==> src/rtl/msbs_pkg.sv <==
// Constants, signature table and shared types of the multi-signature byte scanner.
package msbs_pkg;

    localparam int MaxBufferBytes = 4194304;
    localparam int WindowBytes    = 40;
    localparam int SigCount       = 11;
    localparam int HistDepth      = WindowBytes - 1;
    localparam int PosW           = $clog2(MaxBufferBytes);
    localparam int IdxW           = 4;
    localparam int CntW           = 4;
    localparam int LenW           = 7;
    localparam int SigBits        = WindowBytes * 8;

    localparam logic [PosW-1:0] PosCeil = PosW'(MaxBufferBytes - 1);

    // last byte of each signature sits in the low byte
    localparam logic [SigBits-1:0] SigText [SigCount] = '{
        SigBits'("AAAAAAAAAAAAAAAAAAAAAAAAAAAAAAAAAAAAAAAA"),
        SigBits'("<script>console.error"),
        SigBits'("' OR ''='"),
        SigBits'("%d %s %d %s"),
        SigBits'("XNU Image Fuzzer"),
        SigBits'("DROP TABLE"),
        SigBits'("!@#$%^&*()_+="),
        SigBits'("..//..//..//"),
        SigBits'("<!DOCTYPE"),
        SigBits'(32'hFFFF_FFFF),
        SigBits'(16'h002B)
    };

    localparam logic [LenW-1:0] SigLen [SigCount] = '{
        LenW'(40), LenW'(21), LenW'(9), LenW'(11), LenW'(16), LenW'(10),
        LenW'(13), LenW'(12), LenW'(9), LenW'(4), LenW'(2)
    };

    typedef struct packed {
        logic [SigCount-1:0] mask;
        logic [PosW-1:0]     pos;
        logic                sat;
        logic                summary;
        logic [CntW-1:0]     count;
    } t_event;

endpackage

==> src/rtl/msbs_match.sv <==
// Byte history, buffer position and parallel signature compare.
module msbs_match (
    input  logic                  i_clk,
    input  logic                  i_rst_n,
    input  logic                  i_accept,
    input  logic [7:0]            i_data_byte,
    input  logic                  i_end_of_buffer,
    output msbs_pkg::t_event      o_event,
    output logic                  o_has_result
);

    logic [7:0]                     r_hist [msbs_pkg::HistDepth];
    logic [msbs_pkg::PosW-1:0]      r_pos;
    logic [msbs_pkg::SigCount-1:0]  r_found;
    logic [msbs_pkg::CntW-1:0]      r_total;

    logic [7:0]                     w_win [msbs_pkg::WindowBytes];
    logic [msbs_pkg::SigCount-1:0]  w_hits;
    logic [msbs_pkg::CntW-1:0]      w_new_cnt;
    logic [msbs_pkg::CntW-1:0]      n_total;

    always_comb begin
        w_win[0] = i_data_byte;
        for (int k = 1; k < msbs_pkg::WindowBytes; k++) begin
            w_win[k] = r_hist[k-1];
        end
    end

    always_comb begin
        logic ok;
        for (int s = 0; s < msbs_pkg::SigCount; s++) begin
            ok = !r_found[s]
                && (int'(msbs_pkg::SigLen[s]) <= msbs_pkg::WindowBytes)
                && (r_pos >= msbs_pkg::PosW'(msbs_pkg::SigLen[s] - 1'b1));
            for (int k = 0; k < msbs_pkg::WindowBytes; k++) begin
                if (k < int'(msbs_pkg::SigLen[s])
                        && w_win[k] != msbs_pkg::SigText[s][k*8 +: 8]) begin
                    ok = 1'b0;
                end
            end
            w_hits[s] = ok;
        end
    end

    always_comb begin
        w_new_cnt = '0;
        for (int s = 0; s < msbs_pkg::SigCount; s++) begin
            w_new_cnt = w_new_cnt + msbs_pkg::CntW'(w_hits[s]);
        end
        n_total = r_total + w_new_cnt;
    end

    always_comb begin
        o_event.mask    = w_hits;
        o_event.pos     = r_pos;
        o_event.sat     = (r_pos >= msbs_pkg::PosCeil);
        o_event.summary = i_end_of_buffer;
        o_event.count   = n_total;
        o_has_result    = (|w_hits) || i_end_of_buffer;
    end

    always_ff @(posedge i_clk) begin
        if (!i_rst_n) begin
            r_pos   <= '0;
            r_found <= '0;
            r_total <= '0;
        end else if (i_accept) begin
            if (i_end_of_buffer) begin
                r_pos   <= '0;
                r_found <= '0;
                r_total <= '0;
            end else begin
                if (r_pos < msbs_pkg::PosCeil) begin
                    r_pos <= r_pos + 1'b1;
                end
                r_found <= r_found | w_hits;
                r_total <= n_total;
            end
        end
    end

    // history content before the buffer start is masked by the position check
    always_ff @(posedge i_clk) begin
        if (i_accept && !i_end_of_buffer) begin
            r_hist[0] <= i_data_byte;
            for (int k = 1; k < msbs_pkg::HistDepth; k++) begin
                r_hist[k] <= r_hist[k-1];
            end
        end
    end

endmodule

==> src/rtl/msbs_emit.sv <==
// Event holding register and result output register, one result word per cycle while not stalled.
module msbs_emit (
    input  logic                       i_clk,
    input  logic                       i_rst_n,
    input  logic                       i_push,
    input  msbs_pkg::t_event           i_event,
    output logic                       o_ready,
    output logic                       o_out_valid,
    input  logic                       i_out_stall,
    output logic                       o_is_summary,
    output logic [msbs_pkg::IdxW-1:0]  o_signature_index,
    output logic [msbs_pkg::PosW-1:0]  o_match_offset,
    output logic [msbs_pkg::CntW-1:0]  o_distinct_found,
    output logic                       o_last_result
);

    logic                           r_ev_valid;
    msbs_pkg::t_event               r_ev;
    logic                           r_out_valid;
    logic                           r_is_summary;
    logic [msbs_pkg::IdxW-1:0]      r_index;
    logic [msbs_pkg::PosW-1:0]      r_offset;
    logic [msbs_pkg::CntW-1:0]      r_count;
    logic                           r_last;

    logic                           w_out_load;
    logic                           w_emit;
    logic                           w_any;
    logic [msbs_pkg::IdxW-1:0]      w_sel;
    logic [msbs_pkg::SigCount-1:0]  n_mask;
    logic                           w_last;
    logic                           w_done;
    logic [msbs_pkg::PosW-1:0]      w_offset;

    always_comb begin
        w_out_load = !r_out_valid || !i_out_stall;
        w_emit     = r_ev_valid && w_out_load;
        w_any      = |r_ev.mask;
        w_sel      = '0;
        for (int s = msbs_pkg::SigCount - 1; s >= 0; s--) begin
            if (r_ev.mask[s]) begin
                w_sel = msbs_pkg::IdxW'(s);
            end
        end
        for (int s = 0; s < msbs_pkg::SigCount; s++) begin
            n_mask[s] = r_ev.mask[s] && (msbs_pkg::IdxW'(s) != w_sel);
        end
        w_last   = w_any ? (n_mask == '0) && !r_ev.summary : 1'b1;
        w_done   = w_emit && w_last;
        o_ready  = !r_ev_valid || w_done;
        w_offset = r_ev.sat ? msbs_pkg::PosCeil
                 : r_ev.pos - msbs_pkg::PosW'(msbs_pkg::SigLen[w_sel] - 1'b1);
    end

    always_ff @(posedge i_clk) begin
        if (!i_rst_n) begin
            r_ev_valid <= 1'b0;
        end else if (i_push) begin
            r_ev_valid <= 1'b1;
        end else if (w_done) begin
            r_ev_valid <= 1'b0;
        end
    end

    always_ff @(posedge i_clk) begin
        if (i_push) begin
            r_ev <= i_event;
        end else if (w_emit && w_any) begin
            r_ev.mask <= n_mask;
        end
    end

    always_ff @(posedge i_clk) begin
        if (!i_rst_n) begin
            r_out_valid <= 1'b0;
        end else if (w_out_load) begin
            r_out_valid <= r_ev_valid;
        end
    end

    always_ff @(posedge i_clk) begin
        if (w_emit) begin
            r_is_summary <= !w_any;
            r_index      <= w_any ? w_sel : '0;
            r_offset     <= w_any ? w_offset : '0;
            r_count      <= w_any ? '0 : r_ev.count;
            r_last       <= w_last;
        end
    end

    assign o_out_valid       = r_out_valid;
    assign o_is_summary      = r_is_summary;
    assign o_signature_index = r_index;
    assign o_match_offset    = r_offset;
    assign o_distinct_found  = r_count;
    assign o_last_result     = r_last;

endmodule

==> src/rtl/multi_signature_byte_scanner.sv <==
// Top level of the multi-signature byte scanner.
//
//   channel | direction | handshake                 | word
//   input   | in        | i_in_valid / o_in_stall   | data_byte, end_of_buffer
//   result  | out       | o_out_valid / i_out_stall | is_summary .. last_result
//
// A byte is compared against all eleven signatures in the cycle it is taken.
// One result word leaves per cycle from the output register unless stalled;
// a byte causing n results holds the input until its last result is emitted,
// so, unstalled, one byte per cycle with at most one result each. Reset is
// synchronous, active low, and clears position, found mask and handshake
// state. Output stall backs up through the event register into o_in_stall.
module multi_signature_byte_scanner (
    input  logic                       i_clk,
    input  logic                       i_rst_n,
    input  logic                       i_in_valid,
    output logic                       o_in_stall,
    input  logic [7:0]                 i_data_byte,
    input  logic                       i_end_of_buffer,
    output logic                       o_out_valid,
    input  logic                       i_out_stall,
    output logic                       o_is_summary,
    output logic [msbs_pkg::IdxW-1:0]  o_signature_index,
    output logic [msbs_pkg::PosW-1:0]  o_match_offset,
    output logic [msbs_pkg::CntW-1:0]  o_distinct_found,
    output logic                       o_last_result
);

    logic             w_ready;
    logic             w_accept;
    logic             w_has_result;
    msbs_pkg::t_event w_event;

    assign o_in_stall = !w_ready;
    assign w_accept   = i_in_valid && w_ready;

    msbs_match u_match (
        .i_clk           (i_clk),
        .i_rst_n         (i_rst_n),
        .i_accept        (w_accept),
        .i_data_byte     (i_data_byte),
        .i_end_of_buffer (i_end_of_buffer),
        .o_event         (w_event),
        .o_has_result    (w_has_result)
    );

    msbs_emit u_emit (
        .i_clk             (i_clk),
        .i_rst_n           (i_rst_n),
        .i_push            (w_accept && w_has_result),
        .i_event           (w_event),
        .o_ready           (w_ready),
        .o_out_valid       (o_out_valid),
        .i_out_stall       (i_out_stall),
        .o_is_summary      (o_is_summary),
        .o_signature_index (o_signature_index),
        .o_match_offset    (o_match_offset),
        .o_distinct_found  (o_distinct_found),
        .o_last_result     (o_last_result)
    );

endmodule
==> config.mk <==
export PLATFORM = sky130hd
export DESIGN_NAME = multi_signature_byte_scanner
export DESIGN_NICKNAME = d
export VERILOG_FILES = /design/src/rtl/msbs_pkg.sv /design/src/rtl/msbs_match.sv /design/src/rtl/msbs_emit.sv /design/src/rtl/multi_signature_byte_scanner.sv
export SDC_FILE = /design/constraint.sdc
export NUM_CORES = 1
export LEC_CHECK = 0
export BUFFER_PORTS_ARGS = -buffer_cell sky130_fd_sc_hd__buf_2
export CAP_MARGIN = 5
export CORE_MARGIN = 4
export CORE_UTILIZATION = 45
export DETAILED_ROUTE_END_ITERATION = 8
export PLACE_DENSITY_LB_ADDON = 0.05
export REMOVE_ABC_BUFFERS = 1
export SKIP_CTS_REPAIR_TIMING = 1
export SLEW_MARGIN = 5
export SYNTH_ARGS = -nofsm -noshare
export SYNTH_HDL_FRONTEND = slang
export SYNTH_SLANG_ARGS = --single-unit
==> constraint.sdc <==
create_clock -name i_clk -period 34.5 [get_ports i_clk]
set_input_delay 5.175 -clock i_clk [delete_from_list [all_inputs] [get_ports i_clk]]
set_output_delay 5.175 -clock i_clk [all_outputs]
set_load 0.1 [all_outputs]
==> results.yml <==
floorplan:
  fp.dieW_um: 206
  placementRows: 72
  io_pins: 47
  initial_core_util_pct: 45.6
  die_h_um: 206
  core_area_um2: 38800
  dieArea_um2: 42600
logic_synthesis:
  yosysSeqAreaShare_pct: 69.3
  synth_top_area_share_pct: 64.9
  synth_area_leaders: "edfxtp_1, dfxtp_1, nor4b_1"
  synth_cell_types: 77
  yosys-mux-area-fraction_pct: 0.233
  synthFlopType: "edfxtp_1"
  synth_compound_area_share_pct: 7.37
  synth-async-reset-ratio_pct: 0
  synthAdderAreaFrac_pct: 3.29
  yosysWarnings: 0
  synth_edf_count: 383
  synth.ff_latch_count: 422
  synth_top_family_by_area: "simple AND/OR/NAND/NOR gates"
  synth_xor_area_share_pct: 0.989
  synthSimpleGateAreaFrac_pct: 16.9
  syn_area_um2: 17700
  avgSynthCellArea_um2: 14.2
  synth_top_area_cell: "edfxtp_1"
  postSynthCellCount: 1250
cells_and_area:
  mostFrequentLayoutCell: "edfxtp_1"
  seqCellArea_um2: 12300
  antenna_cells: 0
  final.fill_count: 3334
  final_cell_mix: "edfxtp_1, a21oi_1, nor4_1, nor2_1, nand4_1"
  nets: 1387
  area_growth_syn_to_layout_pct: 13.1
  multiInputGateArea_um2: 5170
  drive_gt1_share_pct: 10.4
pwr:
  finalPower_mw: 1.16
  cellPowerDensity_nw_per_um2: 57.6
  leakagePower_nw: 6.53
  vdd_drop_max_uv: 35.7
routing:
  drt_wl_total_um: 45300
  ant_nets: 0
  dr_total_vias: 11100
  firstDrtPassIters: 5
  viasPerCell: 5.91
  post_drt_wl_per_cell_um: 24.0
  drt-initial-drc-count: 934
  drc: 0
timing:
  max-slew-margin-rel_pct: 31.3
  max_freq_mhz: 81.6
  setup_viol_count_final: 0
  worst_pin_slew_ns: 1.02
  fin_skew_ns: 0.0233
  worst_slack_ns: 22.24
  fin_crit_sh_pct: 35.5
  whs_ns: 0.437
  fin_setup_tns_ns: 0
  rsz0062_at_grt: "false"
  maxSlewViolCount: 0
  fin_crit_ns: 12.26
  finalHoldViolations: 0
min_path:
  hp-class: "reg2reg"
  min_from: "u_match.r_hist[2][22]"
  min_path_cells: 0
clock_tree:
  cts_tree: "built"
  cts_buffers: 45
  cts_max_level: 2
  clk_latency_ns: 0.58
  clk_pin_slew_ns: 0.06
  clock-root-buffer: "clkbuf_16"
  clock-sinks: 422
  clockBufferDepth: 3
placed_design:
  place_congestion: 0.941
  port_buffers: 46
  pre_cts_ws_ns: 22.24
  place_hpwl_um: 32200
worst_setup_path:
  start_kind: "input pin"
  path_class: "in2out"
  cp_max_fo: 40
  cp-end-kind: "primary output"
  crit_start: "i_out_stall"
  r2r_start: "u_match.r_hist[0][58]"
  critical_path_arrival_ns: 7.08
  required_ns: 29.32
  worstRegToRegCells: 18
job:
  maxCapViolCount: 0
global_routing:
  grt_pass1_wl_um: 67700
  grt_usage_pct: 21.2
  grt_max_degree: 199
  grt_pass1_vias: 10700
  overflow: 0
  antenna_found_initial: 1
status:
  status: "finished, final reports clean"
## path summary, 6_finish.rpt
| kind | endpoint | slack, ns |
|---|---|---|
| setup / recovery | o_in_stall | 22.24 |
| hold reg to reg | u_match.r_hist[2][30] | 0.44 |
| hold / removal | u_match.r_hist[2][30] | 0.44 |
| setup reg to reg | u_match.r_total[2] | 27.75 |
## worst max-delay path, stage by stage
cell and delay [ns]:
buf_2 0.11, nand2_1 0.08, a21boi_0 0.14, a21bo_1 0.23, buf_4 0.25, inv_2 0.53
buf_2 0.55
## cells by family after synthesis
group | count (synthesis)
xor+xnor | 20
flops | 422
simple gates | 482
fa+ha+maj | 42
other cells | 1
mux | 4
buf+inv | 78
compound gates | 201
## cells in the mapped netlist (all sizes together) (3+ instances only)
| library cell | count |
|---|---|
| and4b | 4 |
| o41ai | 3 |
| nor3 | 35 |
| o21bai | 3 |
| ha | 33 |
| nand4b | 8 |
| nor2 | 56 |
| a31o | 3 |
| o211a | 4 |
| nor3b | 10 |
| inv | 46 |
| clkbuf | 22 |
| dfxtp | 39 |
| and2 | 10 |
| a21oi | 65 |
| and3 | 17 |
| a211oi | 8 |
| nor4 | 57 |
| o31ai | 14 |
| a21boi | 3 |
| fa | 8 |
| nor2b | 12 |
| nand4 | 55 |
| nand3 | 41 |
| o21ai | 42 |
| or4b | 5 |
| buf | 10 |
| mux2i | 3 |
| nand2b | 6 |
| or2 | 3 |
| nor4bb | 23 |
| a31oi | 11 |
| xnor2 | 9 |
| o2111ai | 5 |
| o21a | 6 |
| or3 | 9 |
| or4 | 12 |
| nor4b | 48 |
| xor2 | 11 |
| nand2 | 53 |
| edfxtp | 383 |
| a21o | 6 |
| and4 | 12 |
## layout make-up
cell class	instances	share of cell area, %
inverters	46	0.861
flip-flops and latches	422	61.3
clock inverters	25	1.31
multi-input cells	763	25.8
repair buffers	55	1.55
clock buffers	58	5.96
well taps	518	3.23
## sequential cells by signal (all words and copies together), names as in the netlist
| signal | flops |
|---|---|
| u_emit.o_match_offset | 22 |
| u_emit.o_is_summary | 1 |
| u_emit.r_ev | 39 |
| u_match.r_hist | 312 |
| u_match.r_total | 4 |
| u_emit.o_signature_index | 4 |
| u_emit.o_out_valid | 1 |
| u_emit.o_distinct_found | 4 |
| u_emit.r_ev_valid | 1 |
| u_match.r_pos | 22 |
| u_emit.o_last_result | 1 |
| u_match.r_found | 11 |
## routing by layer
| layer | routed length [um] | up-vias | GRT usage, % |
|---|---|---|---|
| met1 | 21200 | 5547 | 31.3 |
| met4 | 1160 | 0 | 6.23 |
| met5 | 0 | - | 0 |
| met2 | 20800 | 321 | 32.9 |
| met3 | 2190 | 72 | 3.12 |
| li1 | - | 5207 | - |
## report_power, final
part           total, mW  internal (mW)  switching [mW]
clock network      0.476          0.277           0.199
logic             0.0787         0.0229          0.0558
registers          0.601          0.583          0.0181
total               1.16          0.883           0.273
## through the flow
step,instances,utilization (%),area (um2)
global placement,1804,47.9,18600
finish,1887,51.6,20000
floorplan,1231,-,17600
detailed placement,1804,47.9,18600
CTS,1887,51.6,20000
global route,1887,51.6,20000
No activity file was read; power rests on OpenSTA's default activity.
